===== config.mk =====
export PLATFORM = sky130hd
export DESIGN_NAME = two_way_traffic_light_controller_top
export DESIGN_NICKNAME = d
export VERILOG_FILES = /design/src/design/tlc_pkg.sv /design/src/design/two_way_traffic_light_controller_top.sv /design/src/design/tlc_input_reg.sv /design/src/design/tlc_engine.sv /design/src/design/tlc_result_reg.sv
export SDC_FILE = /design/constraint.sdc
export NUM_CORES = 1
export LEC_CHECK = 0
export CELL_PAD_IN_SITES_DETAIL_PLACEMENT = 0
export CELL_PAD_IN_SITES_GLOBAL_PLACEMENT = 1
export CORE_ASPECT_RATIO = 0.9
export CORE_UTILIZATION = 43
export CTS_CLUSTER_SIZE = 25
export DETAILED_ROUTE_END_ITERATION = 10
export DONT_BUFFER_PORTS = 1
export HOLD_SLACK_MARGIN = 0.06
export PLACE_DENSITY_LB_ADDON = 0.1
export SLEW_MARGIN = 20
export SYNTH_ARGS = -nofsm -noshare
export SYNTH_HDL_FRONTEND = slang
export SYNTH_SLANG_ARGS = --single-unit

===== constraint.sdc =====
create_clock -name clk -period 15.88 [get_ports clk]
set_clock_uncertainty 0.15 [all_clocks]
set_input_delay 0.794 -clock clk [delete_from_list [all_inputs] [get_ports clk]]
set_output_delay 0.794 -clock clk [all_outputs]
set_load 0.01 [all_outputs]

===== src/design/tlc_pkg.sv =====
// ----------------------------------------------------------------------------
// tlc_pkg
// Shared types, lamp codes and small arithmetic helpers for the two-way
// traffic light controller.
// ----------------------------------------------------------------------------
package tlc_pkg;

    typedef enum logic [1:0] {
        MODE_NORMAL      = 2'd0,
        MODE_EDIT_RED    = 2'd1,
        MODE_EDIT_YELLOW = 2'd2,
        MODE_EDIT_GREEN  = 2'd3
    } mode_t;

    // Lamp bits: red1 yellow1 green1 red2 yellow2 green2 from bit 0 up
    localparam logic [5:0] LAMP_OFF = 6'h00;
    localparam logic [5:0] LAMP_R1  = 6'h01;
    localparam logic [5:0] LAMP_Y1  = 6'h02;
    localparam logic [5:0] LAMP_G1  = 6'h04;
    localparam logic [5:0] LAMP_R2  = 6'h08;
    localparam logic [5:0] LAMP_Y2  = 6'h10;
    localparam logic [5:0] LAMP_G2  = 6'h20;

    localparam logic [6:0] MAX_PHASE_TIME = 7'd99;
    localparam logic [6:0] RED_RESET      = 7'd5;
    localparam logic [6:0] YELLOW_RESET   = 7'd2;
    localparam logic [6:0] GREEN_RESET    = 7'd2;

    typedef struct packed {
        logic second_tick;
        logic blink_tick;
        logic mode_press;
        logic increment_press;
        logic commit_press;
    } event_t;

    typedef struct packed {
        logic [5:0] lamps;
        mode_t      mode;
        logic [6:0] left_value;
        logic [6:0] right_value;
    } result_t;

    // Values below 300 reduced modulo 100
    function automatic logic [6:0] mod100(input logic [8:0] v);
        logic [8:0] d;
        if (v >= 9'd200)
            d = v - 9'd200;
        else if (v >= 9'd100)
            d = v - 9'd100;
        else
            d = v;
        return d[6:0];
    endfunction

    // Tens digit of a value below 100 by reciprocal multiply
    function automatic logic [3:0] tens_digit(input logic [6:0] v);
        logic [14:0] p;
        p = {8'd0, v} * 15'd205;
        return p[14:11];
    endfunction

    function automatic logic [3:0] ones_digit(input logic [6:0] v);
        logic [6:0] t10;
        logic [6:0] r;
        t10 = {3'd0, tens_digit(v)} * 7'd10;
        r   = v - t10;
        return r[3:0];
    endfunction

endpackage


===== src/design/two_way_traffic_light_controller_top.sv =====
// ----------------------------------------------------------------------------
// two_way_traffic_light_controller_top
// Two-road traffic light controller with a normal countdown mode and three
// edit modes for the red, yellow and green phase times.
// ----------------------------------------------------------------------------
//
//  channel | handshake                  | word contents
//  --------+----------------------------+------------------------------------
//  event   | item_valid / item_stall    | second_tick blink_tick mode_press
//          |                            | increment_press commit_press
//  result  | result_valid / result_stall| lamps mode left_ones left_tens
//          |                            | right_ones right_tens
//
//  One event word in, one result word out, through the input register
//  and then the result register; a new word is taken every cycle while
//  item_stall is low. The step logic sits between the two registers.
//  Reset (rst_n low) puts the controller in normal mode with counter 0,
//  red 5, yellow 2, green 2, all lamps off and both displays at 00.
//  A stalled result holds in the result register; the input register keeps
//  taking words until it is full behind a stalled result, then item_stall
//  rises.
// ----------------------------------------------------------------------------
module two_way_traffic_light_controller_top (
    input  logic       clk,
    input  logic       rst_n,
    // event channel
    input  logic       item_valid,
    output logic       item_stall,
    input  logic       second_tick,
    input  logic       blink_tick,
    input  logic       mode_press,
    input  logic       increment_press,
    input  logic       commit_press,
    // result channel
    output logic       result_valid,
    input  logic       result_stall,
    output logic [5:0] lamps,
    output logic [1:0] mode,
    output logic [3:0] left_ones,
    output logic [3:0] left_tens,
    output logic [3:0] right_ones,
    output logic [3:0] right_tens
);
    import tlc_pkg::*;

    event_t  ev_in;
    event_t  ev_held;
    logic    held_valid;
    logic    res_open;
    logic    fire;
    logic    take;
    result_t step_result;

    assign ev_in.second_tick     = second_tick;
    assign ev_in.blink_tick      = blink_tick;
    assign ev_in.mode_press      = mode_press;
    assign ev_in.increment_press = increment_press;
    assign ev_in.commit_press    = commit_press;

    // Result register is free when empty or being drained this cycle
    assign take       = result_valid && !result_stall;
    assign res_open   = !result_valid || !result_stall;
    // Advance the held word into the step logic when the result side is open
    assign fire       = held_valid && res_open;
    // Hold the input side only when a word waits behind a stalled result
    assign item_stall = held_valid && !res_open;

    tlc_input_reg u_input_reg (
        .clk        (clk),
        .rst_n      (rst_n),
        .load       (!item_stall),
        .word_valid (item_valid),
        .word_in    (ev_in),
        .held_valid (held_valid),
        .held_word  (ev_held)
    );

    tlc_engine u_engine (
        .clk         (clk),
        .rst_n       (rst_n),
        .fire        (fire),
        .ev          (ev_held),
        .step_result (step_result)
    );

    tlc_result_reg u_result_reg (
        .clk         (clk),
        .rst_n       (rst_n),
        .fire        (fire),
        .take        (take),
        .step_result (step_result),
        .word_valid  (result_valid),
        .lamps       (lamps),
        .mode        (mode),
        .left_ones   (left_ones),
        .left_tens   (left_tens),
        .right_ones  (right_ones),
        .right_tens  (right_tens)
    );

endmodule


===== src/design/tlc_input_reg.sv =====
// ----------------------------------------------------------------------------
// tlc_input_reg
// Input register: captures one event word whenever the input side is open.
// ----------------------------------------------------------------------------
module tlc_input_reg (
    input  logic            clk,
    input  logic            rst_n,
    input  logic            load,
    input  logic            word_valid,
    input  tlc_pkg::event_t word_in,
    output logic            held_valid,
    output tlc_pkg::event_t held_word
);
    import tlc_pkg::*;

    logic   valid_reg;
    event_t word_reg;

    always_ff @(posedge clk or negedge rst_n)
    begin
        if (!rst_n)
        begin
            valid_reg <= 1'b0;
        end
        else if (load)
        begin
            valid_reg <= word_valid;
        end
    end

    // Payload needs no reset; take it only when a word enters
    always_ff @(posedge clk)
    begin
        if (load && word_valid)
        begin
            word_reg <= word_in;
        end
    end

    assign held_valid = valid_reg;
    assign held_word  = word_reg;

endmodule


===== src/design/tlc_engine.sv =====
// ----------------------------------------------------------------------------
// tlc_engine
// Controller state and the single-pass step: normal countdown, road 2 split
// and the three edit modes. State advances when fire is high.
// ----------------------------------------------------------------------------
module tlc_engine (
    input  logic             clk,
    input  logic             rst_n,
    input  logic             fire,
    input  tlc_pkg::event_t  ev,
    output tlc_pkg::result_t step_result
);
    import tlc_pkg::*;

    mode_t      mode_reg,    mode_next;
    logic [8:0] counter_reg, counter_next;
    logic [6:0] red_reg,     red_next;
    logic [6:0] yellow_reg,  yellow_next;
    logic [6:0] green_reg,   green_next;
    logic [6:0] cand_reg,    cand_next;
    logic [6:0] g2_reg,      g2_next;
    logic [6:0] y2_reg,      y2_next;
    logic [5:0] lamp_reg,    lamp_next;
    logic [6:0] left_reg,    left_next;
    logic [6:0] right_reg,   right_next;

    logic [7:0] gy;
    logic [8:0] reload;
    mode_t      mode_after;
    logic [5:0] blink_mask;

    assign gy     = {1'b0, green_reg} + {1'b0, yellow_reg};
    assign reload = {1'b0, gy} + {2'b00, red_reg};

    always_comb
    begin
        mode_next    = mode_reg;
        counter_next = counter_reg;
        red_next     = red_reg;
        yellow_next  = yellow_reg;
        green_next   = green_reg;
        cand_next    = cand_reg;
        g2_next      = g2_reg;
        y2_next      = y2_reg;
        lamp_next    = lamp_reg;
        left_next    = left_reg;
        right_next   = right_reg;
        mode_after   = mode_reg;
        blink_mask   = LAMP_G1 | LAMP_G2;

        if (mode_reg == MODE_NORMAL)
        begin
            if (ev.mode_press)
            begin
                lamp_next = LAMP_OFF;
                cand_next = red_reg;
                mode_next = MODE_EDIT_RED;
            end
            if (ev.second_tick)
            begin
                // Road 1 red: road 2 runs its green then yellow slot
                priority if (counter_reg > {1'b0, gy})
                begin
                    left_next = mod100(counter_reg - {1'b0, gy});
                    priority if (g2_reg != 7'd0)
                    begin
                        lamp_next  = LAMP_R1 | LAMP_G2;
                        right_next = mod100({2'b00, g2_reg});
                        g2_next    = g2_reg - 7'd1;
                    end
                    else if (y2_reg != 7'd0)
                    begin
                        lamp_next  = LAMP_R1 | LAMP_Y2;
                        right_next = mod100({2'b00, y2_reg});
                        y2_next    = y2_reg - 7'd1;
                    end
                    else
                    begin
                        lamp_next = LAMP_R1 | LAMP_G2;
                    end
                end
                else if (counter_reg > {2'b00, yellow_reg})
                begin
                    left_next  = mod100(counter_reg - {2'b00, yellow_reg});
                    right_next = mod100(counter_reg);
                    lamp_next  = LAMP_G1 | LAMP_R2;
                end
                else if (counter_reg != 9'd0)
                begin
                    left_next  = mod100(counter_reg);
                    right_next = mod100(counter_reg);
                    lamp_next  = LAMP_Y1 | LAMP_R2;
                end
                else
                begin
                    lamp_next = lamp_next;
                end

                if (counter_reg == 9'd0)
                begin
                    counter_next = reload;
                    priority if (red_reg > green_reg)
                    begin
                        g2_next = green_reg;
                        y2_next = red_reg - green_reg;
                    end
                    else if (red_reg > yellow_reg)
                    begin
                        y2_next = yellow_reg;
                        g2_next = red_reg - yellow_reg;
                    end
                    else
                    begin
                        g2_next = red_reg;
                        y2_next = 7'd0;
                    end
                end
                else
                begin
                    counter_next = counter_reg - 9'd1;
                end
            end
        end
        else
        begin
            if (ev.mode_press)
            begin
                lamp_next  = LAMP_OFF;
                mode_after = mode_t'(mode_reg + 2'd1);
            end
            unique case (mode_reg)
                MODE_EDIT_RED:    blink_mask = LAMP_R1 | LAMP_R2;
                MODE_EDIT_YELLOW: blink_mask = LAMP_Y1 | LAMP_Y2;
                default:          blink_mask = LAMP_G1 | LAMP_G2;
            endcase
            if (ev.blink_tick)
            begin
                lamp_next = lamp_next ^ blink_mask;
            end
            left_next  = {5'd0, mode_reg};
            right_next = mod100({2'b00, cand_reg});
            if (ev.increment_press)
            begin
                cand_next = (cand_reg >= MAX_PHASE_TIME) ? MAX_PHASE_TIME
                                                         : cand_reg + 7'd1;
            end
            if (ev.commit_press)
            begin
                unique case (mode_reg)
                    MODE_EDIT_RED:    red_next    = cand_next;
                    MODE_EDIT_YELLOW: yellow_next = cand_next;
                    default:          green_next  = cand_next;
                endcase
            end
            if (ev.mode_press)
            begin
                mode_next = mode_after;
                unique case (mode_after)
                    MODE_EDIT_RED:    cand_next = red_next;
                    MODE_EDIT_YELLOW: cand_next = yellow_next;
                    MODE_EDIT_GREEN:  cand_next = green_next;
                    default:          cand_next = cand_next;
                endcase
            end
        end
    end

    always_ff @(posedge clk or negedge rst_n)
    begin
        if (!rst_n)
        begin
            mode_reg    <= MODE_NORMAL;
            counter_reg <= 9'd0;
            red_reg     <= RED_RESET;
            yellow_reg  <= YELLOW_RESET;
            green_reg   <= GREEN_RESET;
            cand_reg    <= 7'd0;
            g2_reg      <= 7'd0;
            y2_reg      <= 7'd0;
            lamp_reg    <= LAMP_OFF;
            left_reg    <= 7'd0;
            right_reg   <= 7'd0;
        end
        else if (fire)
        begin
            mode_reg    <= mode_next;
            counter_reg <= counter_next;
            red_reg     <= red_next;
            yellow_reg  <= yellow_next;
            green_reg   <= green_next;
            cand_reg    <= cand_next;
            g2_reg      <= g2_next;
            y2_reg      <= y2_next;
            lamp_reg    <= lamp_next;
            left_reg    <= left_next;
            right_reg   <= right_next;
        end
    end

    assign step_result.lamps       = lamp_next;
    assign step_result.mode        = mode_next;
    assign step_result.left_value  = left_next;
    assign step_result.right_value = right_next;

endmodule


===== src/design/tlc_result_reg.sv =====
// ----------------------------------------------------------------------------
// tlc_result_reg
// Result register: splits shown values into digits and holds the result
// word until the output side takes it.
// ----------------------------------------------------------------------------
module tlc_result_reg (
    input  logic             clk,
    input  logic             rst_n,
    input  logic             fire,
    input  logic             take,
    input  tlc_pkg::result_t step_result,
    output logic             word_valid,
    output logic [5:0]       lamps,
    output logic [1:0]       mode,
    output logic [3:0]       left_ones,
    output logic [3:0]       left_tens,
    output logic [3:0]       right_ones,
    output logic [3:0]       right_tens
);
    import tlc_pkg::*;

    logic       valid_reg;
    logic [5:0] lamps_reg;
    logic [1:0] mode_reg;
    logic [3:0] lo_reg, lt_reg, ro_reg, rt_reg;

    always_ff @(posedge clk or negedge rst_n)
    begin
        if (!rst_n)
        begin
            valid_reg <= 1'b0;
        end
        else if (fire)
        begin
            valid_reg <= 1'b1;
        end
        else if (take)
        begin
            valid_reg <= 1'b0;
        end
    end

    always_ff @(posedge clk)
    begin
        if (fire)
        begin
            lamps_reg <= step_result.lamps;
            mode_reg  <= step_result.mode;
            lo_reg    <= ones_digit(step_result.left_value);
            lt_reg    <= tens_digit(step_result.left_value);
            ro_reg    <= ones_digit(step_result.right_value);
            rt_reg    <= tens_digit(step_result.right_value);
        end
    end

    assign word_valid = valid_reg;
    assign lamps      = lamps_reg;
    assign mode       = mode_reg;
    assign left_ones  = lo_reg;
    assign left_tens  = lt_reg;
    assign right_ones = ro_reg;
    assign right_tens = rt_reg;

endmodule


## Word level (Yosys, flattened, before mapping)

Index checks and enable logic that the tools add are counted.

- $add $sub $neg: 22
- Multipliers: 4
- $lt $le $gt $ge: 14
- Equal/unequal tests: 7
- Mux-type cells: 64
- Bitwise gates (word level): 2
- Reductions and logical operators: 24

Operator list:

| operator | count |
|---|---|
| 2-to-1 mux 7 bit | 43 |
| 2-to-1 mux 6 bit | 11 |
| subtractor 7 bit (second input constant) | 9 |
| multiplier 7 x 8 -> 15 bit (second input constant) | 2 |
| >= comparator 7 bit (second input constant) | 4 |
| >= comparator 9 x 7 -> 1 bit (second input constant) | 3 |
| >= comparator 9 x 8 -> 1 bit (second input constant) | 3 |
| one-hot mux 7 bit (3 select lines) | 1 |
| > comparator 7 bit | 2 |
| nonzero test 7 bit | 2 |
| subtractor 7 x 1 -> 7 bit (second input constant) | 2 |
| subtractor 7 bit | 2 |
| one-hot mux 6 bit (2 select lines) | 1 |
| 2-to-1 mux 2 bit | 5 |
| adder 8 x 7 -> 9 bit | 1 |
| > comparator 9 x 7 -> 1 bit | 1 |
| > comparator 9 x 8 -> 1 bit | 1 |
| zero test 9 bit | 1 |
| 2-to-1 mux 9 bit | 1 |
| nonzero test 9 bit | 1 |
| subtractor 9 x 1 -> 9 bit (second input constant) | 1 |
| subtractor 9 x 7 -> 9 bit | 1 |
| subtractor 9 x 8 -> 9 bit | 1 |
| adder 7 x 7 -> 8 bit | 1 |
| 20 further kinds | 37 |

- Register bits: 104
- Bits of input ports: 9
- Output and inout bits: 26
- Logic and storage cells: 161

## Logic depth before layout (Yosys ltp)

Gate-level depths: netlist (run 1).

- Word-level depth: 11
- Mapped depth: 45
- Depth with buffers taken out: 44

## Modules after synthesis

Synthesis (run 1) repeated with hierarchy kept, for this count alone.

- Cells, all modules: 1320
- Area total of the unflattened synthesis: 11177.0 µm²

Modules (own cells, without submodules):

| module | instances | cells an instance | area an instance (µm²) | seq. area each (µm²) |
|---|---|---|---|---|
| tlc_engine | 1 | 1092 | 8433.1 | 1831.8 |
| tlc_result_reg | 1 | 216 | 2517.4 | 745.7 |
| tlc_input_reg | 1 | 8 | 197.7 | 175.2 |
| two_way_traffic_light_controller_top | 1 | 4 | 28.8 | 0.0 |

## Least setup slack after synthesis (run 1)

Ideal clock, no wire load.

- Path kind: reg2reg
- Start: register u_engine.yellow_reg[1]
- End: register u_result_reg.lo_reg[3], in the netlist u_result_reg.left_ones[3], data pin
- Library setup time: 0.261 ns
- Data arrival time: 8.174 ns
- Data required time: 15.469 ns
- Slack: 7.296 ns
- Stages on the path, launching flop included: 43
- Buffers on the path: 1
- Clock period less this slack: 8.584 ns
- Path through: dfstp_2 -> inv_1 -> fa_1 -> xnor2_1 -> inv_1 -> ha_1 -> buf_4 -> o21ai_0 -> nand2b_1 -> xnor2_1 -> ha_1 -> nand2_1 -> or4b_1 -> o211ai_1 -> nand3b_4 -> nand3_1 -> nand2_1 -> xor2_1 -> [7 not listed] -> ha_1 -> inv_1 -> fa_1 -> inv_1 -> ha_1 -> a21o_1 -> a21o_1 -> a21o_1 -> a211oi_1 -> o21ai_0 -> o21bai_1 -> a21oi_1 -> xnor2_1 -> ha_1 -> a21oi_1 -> xnor2_1 -> xnor2_1 -> xnor2_1

RTL lines:

| element | line | source |
|---|---|---|
| from (decl) | tlc_engine.sv:18 | `logic [6:0] yellow_reg, yellow_next;` |
| from (signal assigned) | tlc_engine.sv:189 | `yellow_reg <= yellow_next;` |
| to (signal assigned) | tlc_result_reg.sv:49 | `lo_reg <= ones_digit(step_result.left_value);` |
| to (decl) | tlc_result_reg.sv:25 | `logic [3:0] lo_reg, lt_reg, ro_reg, rt_reg;` |

==> results of run 1 <==
area by class of cell:
type                    count  area [µm²]  area share (%)
clock buffers              11       242.7           2.063
multi-input cells        1052        7709           65.53
inverters                 129       484.2           4.116
repair buffers              9       87.58          0.7445
clock inverters             5       60.06          0.5105
well taps                 342       427.9           3.638
flip-flops and latches    104        2753           23.40
critical path, delay by kind of cell, from the launching register on:
| kind | cells | cell delay, ns |
|---|---|---|
| DFF | 1 | 0.61 |
| adders and majority gates | 9 | 3.10 |
| muxes | 1 | 0.11 |
| xor gates and xnor gates | 7 | 1.56 |
| buffers and inverters | 7 | 0.54 |
| AOI/OAI and AO/OA | 13 | 2.40 |
| and+or+nand+nor | 5 | 0.91 |
stage by stage:
step	cells	cell area (µm²)	hold WS [ns]	worst slack, ns	util (%)
6_report	1652	11760	0.1183	6.237	46.45
5_1_grt	1652	11760	0.09803	5.522	46.45
4_1_cts	1652	11760	0.1025	6.164	46.44
3_5_place_dp	1635	11430	0.3162	6.225	45.14
3_3_place_gp	1635	11430	0.3108	6.297	45.14
2_1_floorplan	1342	11190	0.2947	7.296	-
path summary, 6_finish.rpt:
check | endpoint | slack (ns)
max in group asynchronous | u_engine.counter_reg[4] | 15.10
worst max-delay path | u_result_reg.left_ones[3] | 6.24
worst min-delay path | u_engine.red_reg[2] | 0.12
worst max register to register | u_result_reg.left_ones[3] | 6.24
min in group clk | u_engine.y2_reg[1] | 0.33
worst min register to register | u_engine.y2_reg[1] | 0.33
cell families (layout without fill, tap and decap cells):
| family | count (synthesis) | after routing |
|---|---|---|
| flip-flops | 104 | 104 |
| adder cells (fa/ha/maj) | 171 | 171 |
| multiplexers | 23 | 23 |
| XOR/XNOR | 63 | 63 |
| AO/OA/AOI/OAI | 394 | 394 |
| buffers and inverters | 186 | 154 |
| AND/OR/NAND/NOR | 401 | 401 |
cell usage in the layout (no fill, tap or decap), types with 10 or more instances in the layout:
cell / n
xor2_1: 24
a31oi_1: 11
inv_1: 128
nand3_1: 31
ha_1: 147
o21ai_0: 111
nand4_1: 11
edfxtp_1: 29
o211ai_1: 18
nor2b_1: 27
nand2b_1: 13
nor3_1: 20
or3_1: 12
a21o_1: 15
nor2_1: 87
a221oi_1: 19
a211oi_1: 18
fa_1: 23
mux2i_1: 17
xnor2_1: 37
a21oi_1: 89
nand2_1: 152
o31ai_1: 10
dfrtp_1: 71
timing repair:
item | in CTS | in global routing
hold buffers | 1 | 0
gates resized for setup | 0 | 0
setup buffers | 0 | 0
endpoints found under the hold margin | 71 | 0
routing by layer:
layer | GRT usage [%] | vias up
met1 | 37.18 | 4566
met4 | 6.490 | 0
met5 | 0 | -
li1 | - | 4734
met2 | 39.15 | 198
met3 | 3.180 | 36
==> results.tsv, run 1 <==
metric	value	unit
yosys_warnings	0	
die_w	172.1	µm
async_reset_ff_share	72.12	%
dr_wl_met3	1294	µm
synth_edf_count	29	
clkTransAtPathRegs	0.07	ns
ys_seq_area_share	24.59	%
synth-compound-area-share	23.76	%
grt_pass1_vias	9188	
critical_path.endpoint_type	register	
synth-xor-area-share	5.064	%
crit_path_top_delay_cell	xnor2_1	
grt_max_degree	72	
reg2reg_depth	42	
timing.final.max_slew_violations	0	
drive_gt1_share	5.115	%
highest_layer	met4	
max_stage_delay	0.72	ns
drtIter0Drc	617	
synth.most_common_cell	nand2_1	
arrival	9.59	ns
hpwlAfterDp	24950	µm
vias_per_cell	5.771	
grt_pass1_wl	52020	µm
cts_buffer_depth	2	
largest_register_ffs	9	
finalSetupViolCount	0	
wl_per_cell	19.56	µm
met2_wirelength	14230	µm
synthesis.nets	1522	
grt_remaining_overflow	0	
hold_violations	0	
syn_to_final_growth	5.109	%
firstDrtPassIters	5	
maxCapViolCount	0	
vias	9534	
synth_flop_cell	dfrtp_1	
nFillCells	2589	
critical_path.max_fanout	9	
drcViolationCount	0	
die_h	155.1	µm
fin_crit	9.643	ns
core_area	25320	µm²
yosys-top-cells-area	ha_1, dfrtp_1, edfxtp_1, nand2_1, o21ai_0	
worstHoldPathType	primary input to asynchronous set/reset pin	
fmax	103.7	MHz
clkSinkCount	104	
cts_root_buffer	clkbuf_16	
rows	55	
syn_area_per_cell	8.340	µm²
timing.final.crit_share	60.73	%
cts_made_buffers	9	
postRouteAntennaNets	0	
start_util	44.19	%
totalWireLength	32320	µm
crit_required	15.83	ns
yosysTopAreaCellShare	16.55	%
critPathLaunch	u_engine.yellow_reg[1]	
nets	1485	
synth_seq_cells	104	
synth_mux_area_share	2.124	%
outcome	complete, no violations	
grtUsageTotal	25.37	%
place_congestion	0.9426	
synthCells	1342	
synth_top_family_by_area	compound AO/OA/AOI/OAI gates	
ys_types	92	
crit_type	register to register	
relSlewSlack	29.20	%
antenna_found_initial	0	
tns	0	ns
rr_startpoint	u_engine.yellow_reg[1]	
io_pins	35	
wirelength_met1	16140	µm
cts.htree.levels	3	
clock_latency	0.37	ns
start_kind	register	
antenna_cells	0	
synthTopCellsByCount	nand2_1, ha_1, inv_1	
yosys.area_share.adder	20.66	%
worst_slew_pin_slew	1.054	ns
cts_tree	done	
synth_top_area_cell	ha_1	
rsz0062_at_grt	false	
syn_area	11190	µm²
die-area	26680	µm²
yosys.area_share.simple	17.23	%
numPortBuffers	0	
Power of run 1 is not shown: default switching activity piles up to over one toggle a cycle in this logic, so the estimate is an artifact.
==> run 2: changes to the inputs <==
==> constraint.sdc (replaced) <==
create_clock -name clk -period 9.32 [get_ports clk]
set_clock_uncertainty 0.15 [all_clocks]
set_input_delay 0.466 -clock clk [delete_from_list [all_inputs] [get_ports clk]]
set_output_delay 0.466 -clock clk [all_outputs]
set_load 0.01 [all_outputs]
==> run 2 against run 1 <==
Cell count increased by 2.3%. Cell area increased by 3.4%. Maximum frequency increased by 11%. Worst hold slack got worse by 0.026 ns. Count of clock-buffer cells in the layout decreased by 1. Global-route usage increased by 0.59 points. Critical endpoint unchanged. Highest routed layer unchanged.
==> results.tsv, run 2 (synthesis gave the netlist of run 1 again) <==
metric	value	unit	change
clkSinkCount	104		unchanged
wirelength_met1	16230	µm	+0.61%
final_cell_mix	nand2_1, ha_1, inv_1, o21ai_0, a21oi_1		
start_util	44.19	%	unchanged
cts.htree.levels	3		unchanged
hold_violations	0		unchanged
critical_path.max_fanout	9		unchanged
r2r-end	u_result_reg.left_ones[3]		
crit_type	register to register		
place_ws	0.2007	ns	-6.024 ns
antenna_found_initial	1		+1
arrival	8.62	ns	-0.97 ns
setup_slack	0.6505	ns	-5.586 ns
finalSetupViolCount	0		unchanged
totalWireLength	33330	µm	+3.1%
grt_pass1_vias	9440		+2.7%
critical_path.endpoint_type	register		
numPortBuffers	0		unchanged
crit_required	9.27	ns	-6.56 ns
timing.final.crit_share	93.02	%	+32 points
postRouteAntennaNets	0		unchanged
relSlewSlack	38.50	%	+9.3 points
reg2reg_slack	0.65	ns	-5.59 ns
stdcell_area	12160	µm²	+3.4%
maxCapViolCount	0		unchanged
placed_area	11580	µm²	+1.3%
nets	1522		+2.5%
rows	55		unchanged
dr_wl_met3	1218	µm	-5.9%
fin_cells	1690		+2.3%
io_pins	35		unchanged
grt_pass1_wl	53110	µm	+2.1%
post-place-cells	1655		+1.2%
cts_buffer_depth	2		unchanged
grt_max_degree	76		+5.6%
nFillCells	2578		-0.42%
worstSetupEndpoint	u_result_reg.left_ones[3]		
cts_root_buffer	clkbuf_16		
final_common_cell	nand2_1		
firstDrtPassIters	7		+2
multi_input_area	7818	µm²	+1.4%
max_stage_delay	0.59	ns	-0.13 ns
largest_register_ffs	9		unchanged
place_congestion	0.9216		-2.2%
highest_layer	met4		
die-area	26680	µm²	unchanged
outcome	complete, no violations		
die_h	155.1	µm	unchanged
cts_made_buffers	9		unchanged
grtUsageTotal	25.96	%	+0.59 points
vias	9683		+1.6%
drcViolationCount	0		unchanged
worstHoldPathType	primary input to register		
hpwlAfterDp	25550	µm	+2.4%
syn_to_final_growth	8.653	%	
worstHoldStart	result_stall		
reg2reg_depth	38		-9.5%
hold_slack	0.09227	ns	-0.02599 ns
regArea	2753	µm²	unchanged
clkTransAtPathRegs	0.08	ns	about the same
core_area	25320	µm²	unchanged
critPathLaunch	u_engine.yellow_reg[1]		
crit_top_cell	xnor2_1		
drive_gt1_share	8.834	%	+3.7 points
start_kind	register		
cts_tree	done		
worst_slew_pin_slew	0.9224	ns	-0.1314 ns
wl_per_cell	19.72	µm	+0.82%
clock_latency	0.37	ns	about the same
timing.final.max_slew_violations	0		unchanged
met2_wirelength	15000	µm	+5.4%
fin_crit	8.670	ns	-0.9738 ns
fmax	115.3	MHz	+11%
drtIter0Drc	509		-18%
rr_startpoint	u_engine.yellow_reg[1]		
grt_remaining_overflow	0		unchanged
die_w	172.1	µm	unchanged
vias_per_cell	5.730		-0.72%
crit_path_top_delay_cell	dfstp_2		
-- run 2: how the worst min path moves through the flow --
stage                              endpoint  slack (ns)  cells after the start
floorplan              u_engine.cand_reg[0]        0.02                      0
global placement     u_input_reg.held_valid        0.02                      0
detailed placement   u_input_reg.held_valid        0.02                      0
CTS                 u_result_reg.word_valid        0.08                      2
global route        u_result_reg.word_valid        0.08                      2
finish              u_result_reg.word_valid        0.09                      2
-- run 2: layer usage --
layer | track usage, % | up-vias
met5 | 0 | -
met4 | 8.260 | 0
met3 | 2.976 | 48
met2 | 40.96 | 194
met1 | 36.85 | 4635
li1 | - | 4806
-- run 2: timing repair --
action,4_1_cts,5_1_grt
setup buffers,0,10
hold buffers,8,0
gates resized for setup,0,31
setup endpoints to repair,0,4
endpoints found under the hold margin,81,0
-- run 2: stage by stage --
step | utilization (%) | setup TNS (ns)
6_report | 48.02 | 0
5_1_grt | 48.02 | -0.02760
4_1_cts | 47.26 | 0
3_5_place_dp | 45.73 | 0
3_3_place_gp | 45.73 | 0
2_1_floorplan | - | 0
-- run 2: final cells by class --
| type | instances | share of cell area [%] |
|---|---|---|
| Antenna cell | 1 | 0.02058 |
| Clock buffer | 10 | 1.965 |
| Clock inverter | 6 | 0.4116 |
| Inverter | 129 | 4.013 |
| Multi-Input combinational cell | 1052 | 64.29 |
| Sequential cell | 104 | 22.64 |
| Tap cell | 342 | 3.519 |
| Timing Repair Buffer | 46 | 3.148 |
-- run 2: worst max-delay path: cells and delay by family, from the launching register on --
| family | cells | cell delay [ns] |
|---|---|---|
| compound gates | 14 | 2.56 |
| xor+xnor | 6 | 0.86 |
| fa+ha+maj | 8 | 2.54 |
| buf+inv | 4 | 0.50 |
| flops | 1 | 0.59 |
| mux | 1 | 0.25 |
| simple gates | 5 | 0.94 |
Power of run 2 is left out for the same reason.
